<file path="config.mk">
export PLATFORM = sky130hd
export DESIGN_NAME = rainbow_led_frame_generator
export DESIGN_NICKNAME = d
export VERILOG_FILES = /design/src/hw/rtl/rlfg_pkg.sv /design/src/hw/rtl/rlfg_front.sv /design/src/hw/rtl/rlfg_fifo.sv /design/src/hw/rtl/rlfg_back.sv /design/src/hw/rtl/rainbow_led_frame_generator.sv
export SDC_FILE = /design/constraint.sdc
export NUM_CORES = 1
export LEC_CHECK = 0
export BUFFER_PORTS_ARGS = -buffer_cell sky130_fd_sc_hd__clkbuf_2
export CAP_MARGIN = 0
export CELL_PAD_IN_SITES_DETAIL_PLACEMENT = 1
export CELL_PAD_IN_SITES_GLOBAL_PLACEMENT = 2
export CORE_ASPECT_RATIO = 0.75
export CORE_MARGIN = 2
export CORE_UTILIZATION = 25
export DETAILED_ROUTE_END_ITERATION = 8
export PLACE_DENSITY_LB_ADDON = 0.15
export SLEW_MARGIN = 25
export SYNTH_ARGS = -nofsm -noshare
export SYNTH_HDL_FRONTEND = slang
export SYNTH_SLANG_ARGS = --single-unit
</file>
<file path="constraint.sdc">
create_clock -name clk_i -period 7.2 [get_ports clk_i]
set_input_delay 0.72 -clock clk_i [delete_from_list [all_inputs] [get_ports clk_i]]
set_output_delay 0.72 -clock clk_i [all_outputs]
set_load 0.005 [all_outputs]
</file>
<file path="src/hw/rtl/rlfg_pkg.sv">
// Shared types, constants and the color wheel for the rainbow LED frame generator.
package rlfg_pkg;

  // Field widths
  localparam int unsigned IDX_W      = 6;
  localparam int unsigned LVL_W      = 8;
  localparam int unsigned TIME_W     = 32;
  localparam int unsigned IVAL_W     = 16;
  localparam int unsigned CFG_IDX_W  = 1;
  localparam int unsigned CFG_DATA_W = 16;
  localparam int unsigned IN_DATA_W  = 32;
  localparam int unsigned OUT_DATA_W = 32;

  // Parameter defaults
  localparam int unsigned LED_COUNT_DEF  = 64;
  localparam int unsigned FIFO_DEPTH_DEF = 2;

  // Register indexes
  localparam logic [CFG_IDX_W-1:0] REG_PATTERN_MODE = 1'b0;
  localparam logic [CFG_IDX_W-1:0] REG_FRAME_IVAL   = 1'b1;

  // Reset value of the frame interval
  localparam logic [IVAL_W-1:0] FRAME_IVAL_RST = 16'd20;

  // Wheel segment bounds
  localparam logic [7:0] SEG1 = 8'd85;
  localparam logic [7:0] SEG2 = 8'd170;
  localparam logic [7:0] FULL = 8'd255;

  typedef enum logic {
    MODE_RAINBOW = 1'b0,
    MODE_CHASE   = 1'b1
  } mode_e;

  // One frame job handed from front to back
  typedef struct packed {
    mode_e      mode;
    logic [7:0] offset;
    logic [1:0] phase;
  } frame_t;

  typedef struct packed {
    logic [LVL_W-1:0] red;
    logic [LVL_W-1:0] green;
    logic [LVL_W-1:0] blue;
  } rgb_t;

  // Three-segment color wheel
  function automatic rgb_t wheel(logic [7:0] pos);
    rgb_t       c;
    logic [7:0] p;
    logic [7:0] p3;
    if (pos < SEG1) begin
      p = pos;
    end else if (pos < SEG2) begin
      p = pos - SEG1;
    end else begin
      p = pos - SEG2;
    end
    p3 = 8'(p * 8'd3);
    if (pos < SEG1) begin
      c.red   = p3;
      c.green = FULL - p3;
      c.blue  = '0;
    end else if (pos < SEG2) begin
      c.red   = FULL - p3;
      c.green = '0;
      c.blue  = p3;
    end else begin
      c.red   = '0;
      c.green = p3;
      c.blue  = FULL - p3;
    end
    return c;
  endfunction

endpackage

</file>
<file path="src/hw/rtl/rlfg_front.sv">
// Front end: config registers, frame timer and frame job classification.
module rlfg_front (
  input  logic                             clk_i,
  input  logic                             rst_ni,
  // config write port
  input  logic                             cfg_we_i,
  input  logic [rlfg_pkg::CFG_IDX_W-1:0]   cfg_idx_i,
  input  logic [rlfg_pkg::CFG_DATA_W-1:0]  cfg_data_i,
  // timestamp stream
  input  logic                             s_axis_tvalid,
  output logic                             s_axis_tready,
  input  logic [rlfg_pkg::IN_DATA_W-1:0]   s_axis_tdata,   // [31:0] now_ms
  // frame job queue
  input  logic                             full_i,
  output logic                             push_o,
  output rlfg_pkg::frame_t                 frame_o
);

  rlfg_pkg::mode_e                 mode_q;
  logic [rlfg_pkg::IVAL_W-1:0]     ival_q;
  logic [7:0]                      offset_q;
  logic [1:0]                      phase_q;
  logic                            running_q;
  logic [rlfg_pkg::TIME_W-1:0]     start_q;

  logic [rlfg_pkg::TIME_W-1:0]     now;
  logic [rlfg_pkg::TIME_W-1:0]     elapsed;
  logic                            due;
  logic [7:0]                      eff_offset;
  logic [1:0]                      phase_next;

  assign s_axis_tready = !full_i;
  assign now           = s_axis_tdata[rlfg_pkg::TIME_W-1:0];

  // Due check: unsigned wrapping elapsed time against interval
  assign elapsed = now - start_q;
  assign due     = !running_q || (elapsed >= {{(rlfg_pkg::TIME_W-rlfg_pkg::IVAL_W){1'b0}}, ival_q});

  // Chase restarts the wheel while the timer was never started
  assign eff_offset = (mode_q == rlfg_pkg::MODE_CHASE && !running_q) ? 8'd0 : offset_q;
  assign phase_next = (phase_q == 2'd2) ? 2'd0 : phase_q + 2'd1;

  assign push_o         = s_axis_tvalid && s_axis_tready && due;
  assign frame_o.mode   = mode_q;
  assign frame_o.offset = eff_offset;
  assign frame_o.phase  = phase_q;

  // Config and frame state
  always_ff @(posedge clk_i or negedge rst_ni) begin
    if (!rst_ni) begin
      mode_q    <= rlfg_pkg::MODE_RAINBOW;
      ival_q    <= rlfg_pkg::FRAME_IVAL_RST;
      offset_q  <= '0;
      phase_q   <= '0;
      running_q <= 1'b0;
      start_q   <= '0;
    end else begin
      if (cfg_we_i) begin
        unique case (cfg_idx_i)
          rlfg_pkg::REG_PATTERN_MODE: mode_q <= rlfg_pkg::mode_e'(cfg_data_i[0]);
          rlfg_pkg::REG_FRAME_IVAL:   ival_q <= cfg_data_i[rlfg_pkg::IVAL_W-1:0];
          default: ;
        endcase
      end
      if (push_o) begin
        running_q <= 1'b1;
        start_q   <= now;
        if (mode_q == rlfg_pkg::MODE_RAINBOW) begin
          offset_q <= eff_offset + 8'd1;
        end else begin
          phase_q  <= phase_next;
          offset_q <= (phase_next == 2'd0) ? eff_offset + 8'd1 : eff_offset;
        end
      end
    end
  end

`ifndef SYNTHESIS
  a_phase_range: assert property (@(posedge clk_i) disable iff (!rst_ni)
    phase_q != 2'd3)
    else $error("chase phase out of range");
`endif

endmodule

</file>
<file path="src/hw/rtl/rlfg_fifo.sv">
// Short queue of frame jobs between front and back.
module rlfg_fifo #(
  parameter int unsigned DEPTH = rlfg_pkg::FIFO_DEPTH_DEF
) (
  input  logic             clk_i,
  input  logic             rst_ni,
  input  logic             push_i,
  input  rlfg_pkg::frame_t data_i,
  output logic             full_o,
  input  logic             pop_i,
  output rlfg_pkg::frame_t data_o,
  output logic             empty_o
);

  localparam int unsigned PTR_W = (DEPTH > 1) ? $clog2(DEPTH) : 1;
  localparam int unsigned CNT_W = $clog2(DEPTH + 1);

  rlfg_pkg::frame_t   mem_q [DEPTH];
  logic [PTR_W-1:0]   wr_q, rd_q;
  logic [CNT_W-1:0]   cnt_q;
  logic               do_push, do_pop;

  assign full_o  = (cnt_q == CNT_W'(DEPTH));
  assign empty_o = (cnt_q == '0);
  assign do_push = push_i && !full_o;
  assign do_pop  = pop_i && !empty_o;
  assign data_o  = mem_q[rd_q];

  // Storage, no reset needed
  always_ff @(posedge clk_i) begin
    if (do_push) begin
      mem_q[wr_q] <= data_i;
    end
  end

  // Pointers and fill count
  always_ff @(posedge clk_i or negedge rst_ni) begin
    if (!rst_ni) begin
      wr_q  <= '0;
      rd_q  <= '0;
      cnt_q <= '0;
    end else begin
      if (do_push) begin
        wr_q <= (wr_q == PTR_W'(DEPTH - 1)) ? '0 : wr_q + PTR_W'(1);
      end
      if (do_pop) begin
        rd_q <= (rd_q == PTR_W'(DEPTH - 1)) ? '0 : rd_q + PTR_W'(1);
      end
      if (do_push && !do_pop) begin
        cnt_q <= cnt_q + CNT_W'(1);
      end else if (do_pop && !do_push) begin
        cnt_q <= cnt_q - CNT_W'(1);
      end
    end
  end

`ifndef SYNTHESIS
  a_no_overflow: assert property (@(posedge clk_i) disable iff (!rst_ni)
    !(push_i && full_o))
    else $error("frame job pushed into full queue");
  a_cnt_bound: assert property (@(posedge clk_i) disable iff (!rst_ni)
    cnt_q <= CNT_W'(DEPTH))
    else $error("queue count over depth");
`endif

endmodule

</file>
<file path="src/hw/rtl/rlfg_back.sv">
// Back end: pixel sequencer and registered output word.
module rlfg_back #(
  parameter int unsigned LED_COUNT = rlfg_pkg::LED_COUNT_DEF
) (
  input  logic                             clk_i,
  input  logic                             rst_ni,
  // frame job queue
  input  logic                             empty_i,
  input  rlfg_pkg::frame_t                 frame_i,
  output logic                             pop_o,
  // pixel stream
  output logic                             m_axis_tvalid,
  input  logic                             m_axis_tready,
  output logic [rlfg_pkg::OUT_DATA_W-1:0]  m_axis_tdata,  // led_index, red, green, blue
  output logic                             m_axis_tlast   // frame_last
);

  localparam int unsigned CNT_W  = $clog2(LED_COUNT + 3);
  localparam int unsigned REM_W  = $clog2(LED_COUNT);
  localparam int unsigned Q_STEP = 256 / LED_COUNT;
  localparam int unsigned R_STEP = 256 % LED_COUNT;
  localparam int unsigned PAD_W  = rlfg_pkg::OUT_DATA_W - rlfg_pkg::IDX_W - 3 * rlfg_pkg::LVL_W;

  logic                         act_q;
  rlfg_pkg::frame_t             frm_q;
  logic [CNT_W-1:0]             i_q;
  logic                         sub_q;
  logic [7:0]                   q_q;
  logic [REM_W-1:0]             rem_q;

  logic                         out_vld_q;
  logic [rlfg_pkg::IDX_W-1:0]   out_idx_q;
  rlfg_pkg::rgb_t               out_rgb_q;
  logic                         out_last_q;

  logic                         adv;
  logic [CNT_W-1:0]             lit_sum;
  logic [CNT_W-1:0]             lit;
  logic [CNT_W-1:0]             clr;
  logic [REM_W:0]               rem_sum;
  logic                         rem_wrap;
  logic                         rb_last;
  logic                         ch_last;
  logic [rlfg_pkg::IDX_W-1:0]   pix_idx;
  rlfg_pkg::rgb_t               pix_rgb;
  logic                         pix_last;

  assign adv   = !out_vld_q || m_axis_tready;
  assign pop_o = !act_q && !empty_i;

  // Chase indexes: lit LED and the one before it
  assign lit_sum = i_q + CNT_W'(frm_q.phase);
  assign lit     = (lit_sum >= CNT_W'(LED_COUNT)) ? lit_sum - CNT_W'(LED_COUNT) : lit_sum;
  assign clr     = (lit == '0) ? CNT_W'(LED_COUNT - 1) : lit - CNT_W'(1);

  // Rainbow position: running quotient and remainder of i*256/LED_COUNT
  assign rem_sum  = {1'b0, rem_q} + (REM_W+1)'(R_STEP);
  assign rem_wrap = rem_sum >= (REM_W+1)'(LED_COUNT);

  assign rb_last = (i_q == CNT_W'(LED_COUNT - 1));
  assign ch_last = sub_q && ({1'b0, i_q} + (CNT_W+1)'(3) >= (CNT_W+1)'(LED_COUNT));

  // Pixel for the current step
  always_comb begin
    if (frm_q.mode == rlfg_pkg::MODE_RAINBOW) begin
      pix_idx  = rlfg_pkg::IDX_W'(i_q);
      pix_rgb  = rlfg_pkg::wheel(q_q + frm_q.offset);
      pix_last = rb_last;
    end else if (!sub_q) begin
      pix_idx  = rlfg_pkg::IDX_W'(lit);
      pix_rgb  = rlfg_pkg::wheel(8'(i_q) + frm_q.offset);
      pix_last = 1'b0;
    end else begin
      pix_idx  = rlfg_pkg::IDX_W'(clr);
      pix_rgb  = '0;
      pix_last = ch_last;
    end
  end

  // Sequencer state
  always_ff @(posedge clk_i or negedge rst_ni) begin
    if (!rst_ni) begin
      act_q <= 1'b0;
      frm_q <= '0;
      i_q   <= '0;
      sub_q <= 1'b0;
      q_q   <= '0;
      rem_q <= '0;
    end else if (pop_o) begin
      act_q <= 1'b1;
      frm_q <= frame_i;
      i_q   <= '0;
      sub_q <= 1'b0;
      q_q   <= '0;
      rem_q <= '0;
    end else if (act_q && adv) begin
      if (pix_last) begin
        act_q <= 1'b0;
      end
      if (frm_q.mode == rlfg_pkg::MODE_RAINBOW) begin
        i_q <= i_q + CNT_W'(1);
        if (rem_wrap) begin
          rem_q <= REM_W'(rem_sum - (REM_W+1)'(LED_COUNT));
          q_q   <= q_q + 8'(Q_STEP + 1);
        end else begin
          rem_q <= REM_W'(rem_sum);
          q_q   <= q_q + 8'(Q_STEP);
        end
      end else begin
        sub_q <= !sub_q;
        if (sub_q) begin
          i_q <= i_q + CNT_W'(3);
        end
      end
    end
  end

  // Output word register
  always_ff @(posedge clk_i or negedge rst_ni) begin
    if (!rst_ni) begin
      out_vld_q <= 1'b0;
    end else if (adv) begin
      out_vld_q <= act_q;
    end
  end

  always_ff @(posedge clk_i) begin
    if (adv && act_q) begin
      out_idx_q  <= pix_idx;
      out_rgb_q  <= pix_rgb;
      out_last_q <= pix_last;
    end
  end

  assign m_axis_tvalid = out_vld_q;
  assign m_axis_tlast  = out_last_q;
  assign m_axis_tdata  = {{PAD_W{1'b0}}, out_rgb_q.blue, out_rgb_q.green, out_rgb_q.red,
                          out_idx_q};

`ifndef SYNTHESIS
  a_idx_range: assert property (@(posedge clk_i) disable iff (!rst_ni)
    act_q |-> (lit < CNT_W'(LED_COUNT)) && (i_q < CNT_W'(LED_COUNT)))
    else $error("LED index past the strip");
  a_rem_range: assert property (@(posedge clk_i) disable iff (!rst_ni)
    rem_q < REM_W'(LED_COUNT - 1) || rem_q == REM_W'(LED_COUNT - 1))
    else $error("rainbow remainder out of range");
  a_pop_idle: assert property (@(posedge clk_i) disable iff (!rst_ni)
    pop_o |=> act_q)
    else $error("job popped but sequencer not started");
`endif

endmodule

</file>
<file path="src/hw/rtl/rainbow_led_frame_generator.sv">
// Top level of the rainbow LED frame generator.
//
//  channel   dir  handshake                       payload
//  s_axis    in   s_axis_tvalid / s_axis_tready   tdata[31:0] now_ms
//  m_axis    out  m_axis_tvalid / m_axis_tready   tdata idx/red/green/blue, tlast
//  cfg       in   cfg_we_i                        cfg_idx_i, cfg_data_i[15:0]
//
// A due timestamp queues a frame job; the back end loads a job only when idle.
// The back end emits one pixel word per cycle unless m_axis_tready stalls it:
// LED_COUNT words for a rainbow frame, 2*ceil(LED_COUNT/3) for a chase frame.
// s_axis_tready drops only while the FIFO_DEPTH-entry job queue is full.
// Output stalls back up into the job queue; no clearing pass after reset.
module rainbow_led_frame_generator #(
  parameter int unsigned LED_COUNT  = rlfg_pkg::LED_COUNT_DEF,
  parameter int unsigned FIFO_DEPTH = rlfg_pkg::FIFO_DEPTH_DEF
) (
  input  logic                             clk_i,
  input  logic                             rst_ni,
  input  logic                             cfg_we_i,
  input  logic [rlfg_pkg::CFG_IDX_W-1:0]   cfg_idx_i,
  input  logic [rlfg_pkg::CFG_DATA_W-1:0]  cfg_data_i,
  input  logic                             s_axis_tvalid,
  output logic                             s_axis_tready,
  input  logic [rlfg_pkg::IN_DATA_W-1:0]   s_axis_tdata,   // [31:0] now_ms
  output logic                             m_axis_tvalid,
  input  logic                             m_axis_tready,
  // [5:0] led_index, [13:6] red_level, [21:14] green_level, [29:22] blue_level
  output logic [rlfg_pkg::OUT_DATA_W-1:0]  m_axis_tdata,
  output logic                             m_axis_tlast    // frame_last
);

  logic             push, full, pop, empty;
  rlfg_pkg::frame_t frm_in, frm_out;

  rlfg_front u_front (
    .clk_i         (clk_i),
    .rst_ni        (rst_ni),
    .cfg_we_i      (cfg_we_i),
    .cfg_idx_i     (cfg_idx_i),
    .cfg_data_i    (cfg_data_i),
    .s_axis_tvalid (s_axis_tvalid),
    .s_axis_tready (s_axis_tready),
    .s_axis_tdata  (s_axis_tdata),
    .full_i        (full),
    .push_o        (push),
    .frame_o       (frm_in)
  );

  rlfg_fifo #(
    .DEPTH (FIFO_DEPTH)
  ) u_fifo (
    .clk_i   (clk_i),
    .rst_ni  (rst_ni),
    .push_i  (push),
    .data_i  (frm_in),
    .full_o  (full),
    .pop_i   (pop),
    .data_o  (frm_out),
    .empty_o (empty)
  );

  rlfg_back #(
    .LED_COUNT (LED_COUNT)
  ) u_back (
    .clk_i         (clk_i),
    .rst_ni        (rst_ni),
    .empty_i       (empty),
    .frame_i       (frm_out),
    .pop_o         (pop),
    .m_axis_tvalid (m_axis_tvalid),
    .m_axis_tready (m_axis_tready),
    .m_axis_tdata  (m_axis_tdata),
    .m_axis_tlast  (m_axis_tlast)
  );

endmodule
</file>
==> flow_summary.toml, run 1 <==
[run_status]
outcome = "finished, final reports clean"

[power]
total_leakage_power_nw = 5.64
power.share.switching = 0.469
sequential_cell_fraction_of_total_power = 0.225
net_switching_component_of_the_power_mw = 3.01
peak_supply_drop_v = 0.000222
p_per_area_mw_per_mm2 = 506
cellInternalPower_mw = 3.41
combPwrFrac = 0.631
clock_power_share = 0.145

[timing]
max_freq_ghz = 0.166
worstMarginPinSlew_ns = 0.967
report.final.setup_viol = 0
timing.final.ws_setup_ns = 1.16
finalSetupTns_ns = 0
finalHoldViolations = 0
finalMaxSlewViolations = 0
normalized_max_slew_margin = 0.356
rsz0062_at_grt = "no"
min_period_over_period = 0.839
post-route-min-period_ns = 6.04
skew_ns = 0.0144

[min_path]
holdCritPathClass = "input pin to async pin"

[clock_tree]
postCtsSetupBuffers = 0
cts_max_level = 4
cts_resized = 0
cts_made_buffers = 17
cts.hold.buffers_added = 0
path_clk_slew_ns = 0.08
cts_tree = "done"
clk_path_buf_depth = 2
clock_latency_ns = 0.46
clock_sink_count = 144
root_buffer_master = "sky130_fd_sc_hd__clkbuf_16"

[global_route]
grt_antenna_before_repair = 2
maximum_number_of_pins_on_one_net_before_global_route_repair = 66
grtUsageMet1 = 0.226
globalRoute.busiestLayer = "met1"
use_met2 = 0.220
met3_usage = 0.0353
grt_pass1_wl_um = 53000
grt_util_all_layers = 0.151
globalRoute.totalOverflow = 0
via_count_of_the_first_global_routing_pass = 8966

[die]
die-width_um = 247
rows = 66
die_area_mm2 = 0.0460
design.core.area_mm2 = 0.0435
floorplan.initialDensity = 0.255
die_height_um = 186
num_io_pins = 89

[synthesis]
post_synth_edffs = 53
seq_area_frac_synth = 0.349
synth_cell_types = 83
synth_top_cells_by_area = "sky130_fd_sc_hd__dfrtp_1 (20%), sky130_fd_sc_hd__edfxtp_1 (14%), sky130_fd_sc_hd__ha_1 (13%)"
ys_ff_latch = 144
share_of_async_settable_or_async_resettable_flops_after_synthesis = 0.632
leading_register_cell_type_out_of_synthesis = "sky130_fd_sc_hd__dfrtp_1"
synthDominantCellAreaShare = 0.201
synth_warnings = 0
syn_area_mm2 = 0.0111
synth_top_area_cell = "sky130_fd_sc_hd__dfrtp_1"
mean_instance_size_in_the_synthesized_netlist_um2 = 9.48
synthesis.instances = 1169

[cells_and_area]
layout.nets = 1426
synthToLayoutAreaGrowth_pct = 14.7
drive_gt1_frac = 0.163
antennaDiodeCount = 0

[routing]
final_antenna_net_count = 0
post_drt_via_cell_ratio = 4.77
wire_per_inst_um = 18.2
drt_iter0_markers = 335
postRouteWirelength_um = 33400
via_count = 8773
drt_pre_antenna_iters = 5
detail_route.drc_violations = 0

[place]
number_of_input_and_output_port_buffers_inserted = 86
post-dp-hpwl_um = 26100
finalWeightedCongestion = 0.784
pre_cts_ws_ns = 0.735

[worst_setup_path]
critPathKind = "flop to flop"
critical_path_required_ns = 7.54
crit_path_max_fanout = 25
critical_path_arrival_ns = 6.38
cp-end-kind = "flop"
timing.critical_path.from_type = "flop"

[flow_run]
max_cap_violations = 0
-- routing by layer --
layer	wire, µm	part of all wire
met4	272	0.0081
met3	1210	0.036
met5	16	0.00048
met2	14000	0.42
met1	17900	0.54
-- path summary, 6_finish.rpt --
check	startpoint	endpoint	slack (ns)	cells after the start
max	u_front.start_q[0]	u_front.start_q[15]	1.16	22
min	rst_ni	u_back.i_q[2]	0.20	1
max reg2reg	u_front.start_q[0]	u_front.start_q[15]	1.16	22
min reg2reg	u_front.start_q[3]	u_front.start_q[3]	0.51	1
max in group asynchronous	rst_ni	u_back.frm_q[8]	5.74	2
min in group clk_i	cfg_data_i[4]	u_front.ival_q[4]	0.49	2
-- critical path: stages (launching register included) --
cell and delay (ns):
sky130_fd_sc_hd__dfrtp_1 0.39, sky130_fd_sc_hd__ha_1 0.21, sky130_fd_sc_hd__fa_1 0.40, sky130_fd_sc_hd__nor2b_1 0.17, sky130_fd_sc_hd__o2111ai_1 0.21, sky130_fd_sc_hd__a21oi_1 0.30, sky130_fd_sc_hd__a31oi_1 0.17, sky130_fd_sc_hd__o21ai_0 0.35
sky130_fd_sc_hd__a21o_1 0.18, sky130_fd_sc_hd__a21oi_1 0.07, sky130_fd_sc_hd__xnor2_1 0.14, sky130_fd_sc_hd__ha_1 0.29, sky130_fd_sc_hd__o21ai_0 0.20, sky130_fd_sc_hd__o32ai_1 0.11, sky130_fd_sc_hd__a2111oi_0 0.32, sky130_fd_sc_hd__nand3_1 0.12
sky130_fd_sc_hd__a311oi_1 0.30, sky130_fd_sc_hd__o211ai_1 0.16, sky130_fd_sc_hd__nor4b_2 0.44, sky130_fd_sc_hd__nand4_4 0.25, sky130_fd_sc_hd__nand2_8 0.35, sky130_fd_sc_hd__buf_4 0.40, sky130_fd_sc_hd__mux2_4 0.34
-- area by class of cell --
class / instances / area, µm²
Tap cell: 578 / 723
Fill cell: 4998 / 30800
Multi-Input combinational cell: 872 / 6550
Timing Repair Buffer: 99 / 531
Clock inverter: 15 / 168
Sequential cell: 144 / 3870
Inverter: 116 / 435
Clock buffer: 17 / 425
-- through the flow --
stage	instance area [µm²]	power, mW	std cells	hold slack, ns	utilization
finish	12700	6.43	1841	0.203	0.292
global route	12700	7.14	1841	0.220	0.292
detailed placement	12100	5.54	1809	0.495	0.278
CTS	12700	6.54	1841	0.205	0.292
floorplan	11100	4.42	1171	0.424	-
global placement	12100	5.52	1809	0.487	0.278
-- power by group through the flow --
stage	combinational (mW)	clock, mW	sequential, mW
3_5_place_dp	4.08	0	1.47
4_1_cts	4.12	0.966	1.45
5_1_grt	4.65	0.997	1.49
6_report	4.05	0.929	1.44
3_3_place_gp	4.05	0	1.46
2_1_floorplan	3.03	0	1.39
-- cells in the final DEF (no fill, tap or decap), drive strengths merged, types with 15 or more instances in the layout --
master and instances:
inv 122, ha 116, clkbuf 102, a21oi 95, nor2 94, dfrtp 89, nand2 82, o21ai 66
edfxtp 53, mux2 50, xnor2 46, xor2 26, nand3 23, mux2i 21, a21o 21, o22ai 20
nor3 19, a211oi 16, o21bai 15, nand4 15
-- cell usage after synthesis (8+ instances only) --
| cell | number |
|---|---|
| sky130_fd_sc_hd__a211oi_1 | 14 |
| sky130_fd_sc_hd__a21o_1 | 20 |
| sky130_fd_sc_hd__a21oi_1 | 91 |
| sky130_fd_sc_hd__a31oi_1 | 8 |
| sky130_fd_sc_hd__clkbuf_1 | 26 |
| sky130_fd_sc_hd__dfrtp_1 | 89 |
| sky130_fd_sc_hd__edfxtp_1 | 53 |
| sky130_fd_sc_hd__ha_1 | 116 |
| sky130_fd_sc_hd__inv_1 | 113 |
| sky130_fd_sc_hd__mux2_2 | 21 |
| sky130_fd_sc_hd__mux2_4 | 29 |
| sky130_fd_sc_hd__mux2i_1 | 21 |
| sky130_fd_sc_hd__nand2_1 | 81 |
| sky130_fd_sc_hd__nand2b_1 | 14 |
| sky130_fd_sc_hd__nand3_1 | 23 |
| sky130_fd_sc_hd__nand4_1 | 14 |
| sky130_fd_sc_hd__nor2_1 | 93 |
| sky130_fd_sc_hd__nor3_1 | 18 |
| sky130_fd_sc_hd__o211ai_1 | 12 |
| sky130_fd_sc_hd__o21a_1 | 10 |
| sky130_fd_sc_hd__o21ai_0 | 66 |
| sky130_fd_sc_hd__o21bai_1 | 15 |
| sky130_fd_sc_hd__o22ai_1 | 20 |
| sky130_fd_sc_hd__xnor2_1 | 46 |
| sky130_fd_sc_hd__xor2_1 | 26 |
-- registers in the layout, summed over array words and instances, names as in the netlist, 6 cells and up --
name,cells
u_back.i_q,7
u_front.ival_q,16
u_back.q_q,6
u_back.m_axis_tdata,24
u_front.offset_q,8
u_back.frm_q,11
u_fifo.mem_q,22
u_front.start_q,32
u_back.out_idx_q,6
-- cells by family (layout without fill, tap and decap cells) --
| group | count (synthesis) | in the layout | synth area share |
|---|---|---|---|
| xor gates and xnor gates | 72 | 72 | 0.0569 |
| buffers and inverters | 155 | 247 | 0.0598 |
| muxes | 71 | 71 | 0.0796 |
| and+or+nand+nor | 290 | 290 | 0.127 |
| other | 1 | 3 | 0.000339 |
| AOI/OAI and AO/OA | 314 | 314 | 0.185 |
| DFF | 144 | 144 | 0.349 |
| adders and majority gates | 122 | 122 | 0.142 |
No activity file was read; power rests on OpenSTA's default activity.
==> run 2: changes to the inputs <==
==> constraint.sdc (replaced) <==
create_clock -name clk_i -period 6 [get_ports clk_i]
set_input_delay 0.6 -clock clk_i [delete_from_list [all_inputs] [get_ports clk_i]]
set_output_delay 0.6 -clock clk_i [all_outputs]
set_load 0.005 [all_outputs]
==> run 2 against run 1 <==
Power up 20%. Sequential power rose by 19%. Via count up 0.63%. Setup slack got worse by 0.71 ns. Clock power rose by 12%.
==> flow_summary.toml, run 2 (same netlist as run 1, synthesis figures left out) <==
[timing]
finalMaxSlewViolations = 0
min_period_over_period = 0.924
report.final.setup_viol = 0
normalized_max_slew_margin = 0.299
post-route-min-period_ns = 5.54
skew_ns = 0.0124
rsz0062_at_grt = "no"
finalHoldViolations = 0
worstMarginPinSlew_ns = 1.04
max_freq_ghz = 0.180
finalSetupTns_ns = 0

[min_path]
holdCritPathClass = "input pin to async pin"

[clock_tree]
cts_made_buffers = 17
clock_sink_count = 144
cts_max_level = 4
path_clk_slew_ns = 0.07
root_buffer_master = "sky130_fd_sc_hd__clkbuf_16"
postCtsSetupBuffers = 0
cts_tree = "done"
clock_latency_ns = 0.46
clk_path_buf_depth = 2

[cells_and_area]
layout.nets = 1433
drive_gt1_frac = 0.173
antennaDiodeCount = 0
final_cell_mix = "sky130_fd_sc_hd__ha_1 (116), sky130_fd_sc_hd__inv_1 (113), sky130_fd_sc_hd__nor2_1 (92)"
top_register = "u_front.start_q"
number_of_flip_flops_in_the_largest_register = 32
synthToLayoutAreaGrowth_pct = 15.4
fin_util = 0.294
filler_cell_count = 5006
final_common_cell = "sky130_fd_sc_hd__ha_1"

[routing]
drt_iter0_markers = 409
final_antenna_net_count = 0
postRouteWirelength_um = 33700
wire_per_inst_um = 18.2
via_count = 8828
detail_route.drc_violations = 0
post_drt_via_cell_ratio = 4.78
drt_pre_antenna_iters = 7

[global_route]
grt_util_all_layers = 0.151
maximum_number_of_pins_on_one_net_before_global_route_repair = 63
grt_antenna_before_repair = 2
via_count_of_the_first_global_routing_pass = 9003
globalRoute.totalOverflow = 0
grt_pass1_wl_um = 52800

[power]
combPwrFrac = 0.642
power.share.switching = 0.470
cellInternalPower_mw = 4.10
peak_supply_drop_v = 0.000240
net_switching_component_of_the_power_mw = 3.64
design_power_total_mw = 7.73
p_per_area_mw_per_mm2 = 605
clock_power_share = 0.135
sequential_cell_fraction_of_total_power = 0.223
total_leakage_power_nw = 5.68

[die]
die_area_mm2 = 0.0460
floorplan.initialDensity = 0.255
design.core.area_mm2 = 0.0435
die-width_um = 247
rows = 66
num_io_pins = 89
die_height_um = 186

[place]
number_of_input_and_output_port_buffers_inserted = 86
post-dp-hpwl_um = 26600
finalWeightedCongestion = 0.790

[worst_setup_path]
cp-end-kind = "flop"
regToRegSetupSlack_ns = 0.46
regToRegEndpoint = "u_fifo.cnt_q[1]"
max_stage_delay_ns = 0.40
worstReg2RegStart = "u_front.start_q[0]"
reg2reg_depth = 25
critPathKind = "flop to flop"
worst_setup_path_startpoint = "u_front.start_q[0]"
critical-path-slowest-cell = "sky130_fd_sc_hd__fa_1"
cp_common_cell = "sky130_fd_sc_hd__ha_1"
timing.critical_path.from_type = "flop"
critical_path_required_ns = 6.38
setup.worst_path.end = "u_fifo.cnt_q[1]"
crit_path_max_fanout = 12
critical_path_arrival_ns = 5.93

[flow_run]
max_cap_violations = 0

[run_status]
outcome = "finished, final reports clean"
## run 2: changes by cell type in the layout (fill, tap and decap cells not counted), moves of 2 or more
cell / previous run / this run
sky130_fd_sc_hd__a21oi_1: 91 / 89
sky130_fd_sc_hd__a21oi_2: 2 / 4
sky130_fd_sc_hd__buf_4: 14 / 20
sky130_fd_sc_hd__clkinv_4: 2 / 4
sky130_fd_sc_hd__clkinv_8: 2 / 0
sky130_fd_sc_hd__clkinvlp_4: 0 / 2
sky130_fd_sc_hd__inv_6: 7 / 5
sky130_fd_sc_hd__xnor2_1: 46 / 44
sky130_fd_sc_hd__xnor2_2: 0 / 2
## run 2: how the worst min path moves through the flow
stage / endpoint / slack, ns / depth (start not counted)
global placement: u_front.start_q[2] / 0.49 / 1
floorplan: u_back.act_q / 0.30 / 0
CTS: u_back.i_q[3] / 0.09 / 1
global route: u_back.i_q[6] / 0.09 / 1
detailed placement: u_fifo.wr_q / 0.48 / 1
finish: u_back.m_axis_tvalid / 0.08 / 1
## run 2: area by class of cell
cell class,count,area (µm²),area share
Sequential cell,144,3870,0.303
Timing Repair Buffer,106,596,0.0466
Tap cell,578,723,0.0566
Inverter,116,435,0.0341
Clock buffer,18,439,0.0344
Clock inverter,14,121,0.00950
Multi-Input combinational cell,872,6590,0.516
## run 2: power by group through the flow
stage / Combinational, mW / Clock [mW] / Sequential (mW)
5_1_grt: 5.65 / 1.13 / 1.77
3_5_place_dp: 4.96 / 0 / 1.74
3_3_place_gp: 4.92 / 0 / 1.74
2_1_floorplan: 3.63 / 0 / 1.67
6_report: 4.96 / 1.04 / 1.72
4_1_cts: 5.01 / 1.08 / 1.73
## run 2: metal layers
layer / vias up / wire length, µm / track usage
met4: 2 / 240 / 0.0292
met3: 17 / 1100 / 0.0334
met5: - / 13 / 0
li1: 4372 / - / -
met2: 111 / 13900 / 0.215
met1: 4326 / 18500 / 0.231
## run 2: timing repair
| item | 4_1_cts | 5_1_grt |
|---|---|---|
| gates resized for setup | 0 | 7 |
| setup endpoints to repair | 0 | 47 |
| hold buffers | 0 | 0 |
## run 2: through the flow
step | instance area, µm² | worst slack, ns | cells | hold slack (ns)
finish | 12800 | 0.455 | 1848 | 0.0846
global route | 12800 | 0.00987 | 1848 | 0.0926
CTS | 12700 | 0.311 | 1848 | 0.0891
detailed placement | 12200 | 0.0105 | 1816 | 0.480
global placement | 12200 | 0.215 | 1816 | 0.491
floorplan | 11100 | 0.693 | 1171 | 0.304
## run 2: worst max-delay path: cells and delay by family, from the launching register on
kind / cells / cell delay, ns
buffers and inverters: 1 / 0.06
AOI/OAI and AO/OA: 11 / 2.29
and+or+nand+nor: 6 / 1.21
xor gates and xnor gates: 3 / 0.43
DFF: 1 / 0.38
adders and majority gates: 4 / 1.09
==> run 3: changes to the inputs <==
--- a/config.mk
+++ b/config.mk
@@ -6,12 +6,12 @@
 export NUM_CORES = 1
 export LEC_CHECK = 0
 export BUFFER_PORTS_ARGS = -buffer_cell sky130_fd_sc_hd__clkbuf_2
-export CAP_MARGIN = 0
+export CAP_MARGIN = 5
 export CELL_PAD_IN_SITES_DETAIL_PLACEMENT = 1
 export CELL_PAD_IN_SITES_GLOBAL_PLACEMENT = 2
 export CORE_ASPECT_RATIO = 0.75
 export CORE_MARGIN = 2
-export CORE_UTILIZATION = 25
+export CORE_UTILIZATION = 39
 export DETAILED_ROUTE_END_ITERATION = 8
 export PLACE_DENSITY_LB_ADDON = 0.15
 export SLEW_MARGIN = 25
==> run 3 against run 2 <==
Power down 1.6%. Routed wire length down 12%. Fmax down 1.3%.
==> flow_summary.toml, run 3 (same netlist as run 1, synthesis figures left out) <==
[cells_and_area]
final_cell_mix = "sky130_fd_sc_hd__ha_1 (116), sky130_fd_sc_hd__inv_1 (113), sky130_fd_sc_hd__nor2_1 (92)"
layout.nets = 1432
synthToLayoutAreaGrowth_pct = 12.9
fin_util = 0.447
final_common_cell = "sky130_fd_sc_hd__ha_1"
stdcell_count = 1654
filler_cell_count = 3271
antennaDiodeCount = 0
multi_input_comb_area_mm2 = 0.00657
ff_latch_area_mm2 = 0.00387
drive_gt1_frac = 0.169
finish.instance_area_mm2 = 0.0125
top_register = "u_front.start_q"
number_of_flip_flops_in_the_largest_register = 32

[clock_tree]
clk_path_buf_depth = 2
cts_max_level = 4
root_buffer_master = "sky130_fd_sc_hd__clkbuf_16"
cts.hold.buffers_added = 0
cts_tree = "done"
path_clk_slew_ns = 0.07
clock_sink_count = 144
cts_made_buffers = 17
clock_latency_ns = 0.45

[flow_run]
max_cap_violations = 0

[place]
placed_cells_incl_taps = 1622
pre_cts_ws_ns = -0.0332
number_of_input_and_output_port_buffers_inserted = 86
post-dp-hpwl_um = 22500
postPlaceCellArea_mm2 = 0.0119
finalWeightedCongestion = 0.814

[worst_setup_path]
regToRegEndpoint = "u_front.start_q[11]"
reg2reg_depth = 22
worst_setup_path_startpoint = "u_front.start_q[0]"
timing.critical_path.from_type = "flop"
timing.critical_path.buf_inv = 1
critical_path.top_delay_family = "compound AO/OA/AOI/OAI gates"
critical_path_required_ns = 6.34
crit_path_max_fanout = 32
cp_common_cell = "sky130_fd_sc_hd__ha_1"
worstReg2RegStart = "u_front.start_q[0]"
critical_path_arrival_ns = 5.95
max_stage_delay_ns = 0.41
critical-path-slowest-cell = "sky130_fd_sc_hd__fa_1"
setup.worst_path.end = "u_front.start_q[11]"
regToRegSetupSlack_ns = 0.38
cp-end-kind = "flop"
critPathKind = "flop to flop"
path_cells = "ha_1 > fa_1 > nor2b_1 > o2111ai_1 > a21oi_2 > a31oi_1 > o21ai_1 > a21o_1 > a21oi_1 > xnor2_1 > ha_1 > a211oi_1 > o32ai_1 > a2111oi_0 > nand3_1 > a311oi_1 > o211ai_1 > nor4b_4 > nand4_4 > nand2_8 > buf_12 > mux2_4"
crit_cells = 22

[timing]
finalHoldViolations = 0
finalSetupTns_ns = 0
max_freq_ghz = 0.178
report.final.setup_viol = 0
timing.final.ws_setup_ns = 0.384
post-route-min-period_ns = 5.62
finalMaxSlewViolations = 0
skew_ns = 0.0111
worstMarginPinSlew_ns = 0.942
normalized_max_slew_margin = 0.364
min_period_over_period = 0.936
final.hold.worst_slack_ns = 0.0897

[global_route]
grt_antenna_before_repair = 0
maximum_number_of_pins_on_one_net_before_global_route_repair = 60
via_count_of_the_first_global_routing_pass = 8928
globalRoute.totalOverflow = 0
grt_pass1_wl_um = 48300
grt_util_all_layers = 0.209

[power]
p_per_area_mw_per_mm2 = 608
combPwrFrac = 0.638
design_power_total_mw = 7.61
sequential_cell_fraction_of_total_power = 0.226
cellInternalPower_mw = 4.09
peak_supply_drop_v = 0.000264
power.share.switching = 0.463
net_switching_component_of_the_power_mw = 3.52
total_leakage_power_nw = 5.66
clock_power_share = 0.137

[die]
rows = 53
num_io_pins = 89
die-width_um = 199
design.core.area_mm2 = 0.0280
floorplan.initialDensity = 0.396
die_height_um = 150
die_area_mm2 = 0.0298

[run_status]
outcome = "finished, final reports clean"

[routing]
post_drt_via_cell_ratio = 5.33
postRouteWirelength_um = 29600
drt_iter0_markers = 447
wire_per_inst_um = 17.9
final_antenna_net_count = 0
detail_route.drc_violations = 0
via_count = 8814
drt_pre_antenna_iters = 5

[min_path]
holdCritPathClass = "input pin to async pin"
==> run 3: cell count changes in the layout (fill, tap and decap cells not counted), sizes merged <==
| cell | before | now |
|---|---|---|
| buf | 21 | 20 |
| clkinv | 8 | 7 |
| clkinvlp | 2 | 3 |
==> run 3: worst min path at each step <==
stage / startpoint / to / slack, ns
after global routing: rst_ni / u_front.start_q[21] / 0.12
after detailed placement: u_fifo.wr_q / u_fifo.wr_q / 0.49
final: rst_ni / u_front.start_q[23] / 0.09
after floorplan: rst_ni / u_back.act_q / 0.30
after global placement: u_fifo.wr_q / u_fifo.wr_q / 0.49
after CTS: rst_ni / u_front.start_q[23] / 0.1
==> run 3: metal layers <==
metal  GRT usage  part of all wire  vias to the layer above
met5           0                 0                        -
met4      0.0448            0.0080                        0
met3      0.0421             0.037                       20
met2       0.302              0.42                      125
met1       0.318              0.54                     4300
li1            -                 -                     4369
==> run 3: repair_timing <==
item,4_1_cts,5_1_grt
setup endpoints to repair,0,32
resized for setup,0,3
buffers inserted,0,0
==> run 3: power groups by stage <==
stage / Combinational, mW / Clock [mW] / Sequential [mW]
after floorplan: 3.63 / 0 / 1.67
after global placement: 4.74 / 0 / 1.72
after detailed placement: 4.82 / 0 / 1.73
after CTS: 4.87 / 1.07 / 1.72
after global routing: 5.51 / 1.11 / 1.76
final: 4.85 / 1.04 / 1.72
==> run 3: layout make-up <==
| class | instances | share of cell area |
|---|---|---|
| multi-input cells | 872 | 0.525 |
| repair buffers | 105 | 0.0470 |
| clock inverters | 14 | 0.0100 |
| inverters | 116 | 0.0348 |
| flip-flops and latches | 144 | 0.310 |
| well taps | 385 | 0.0385 |
| clock buffers | 18 | 0.0351 |
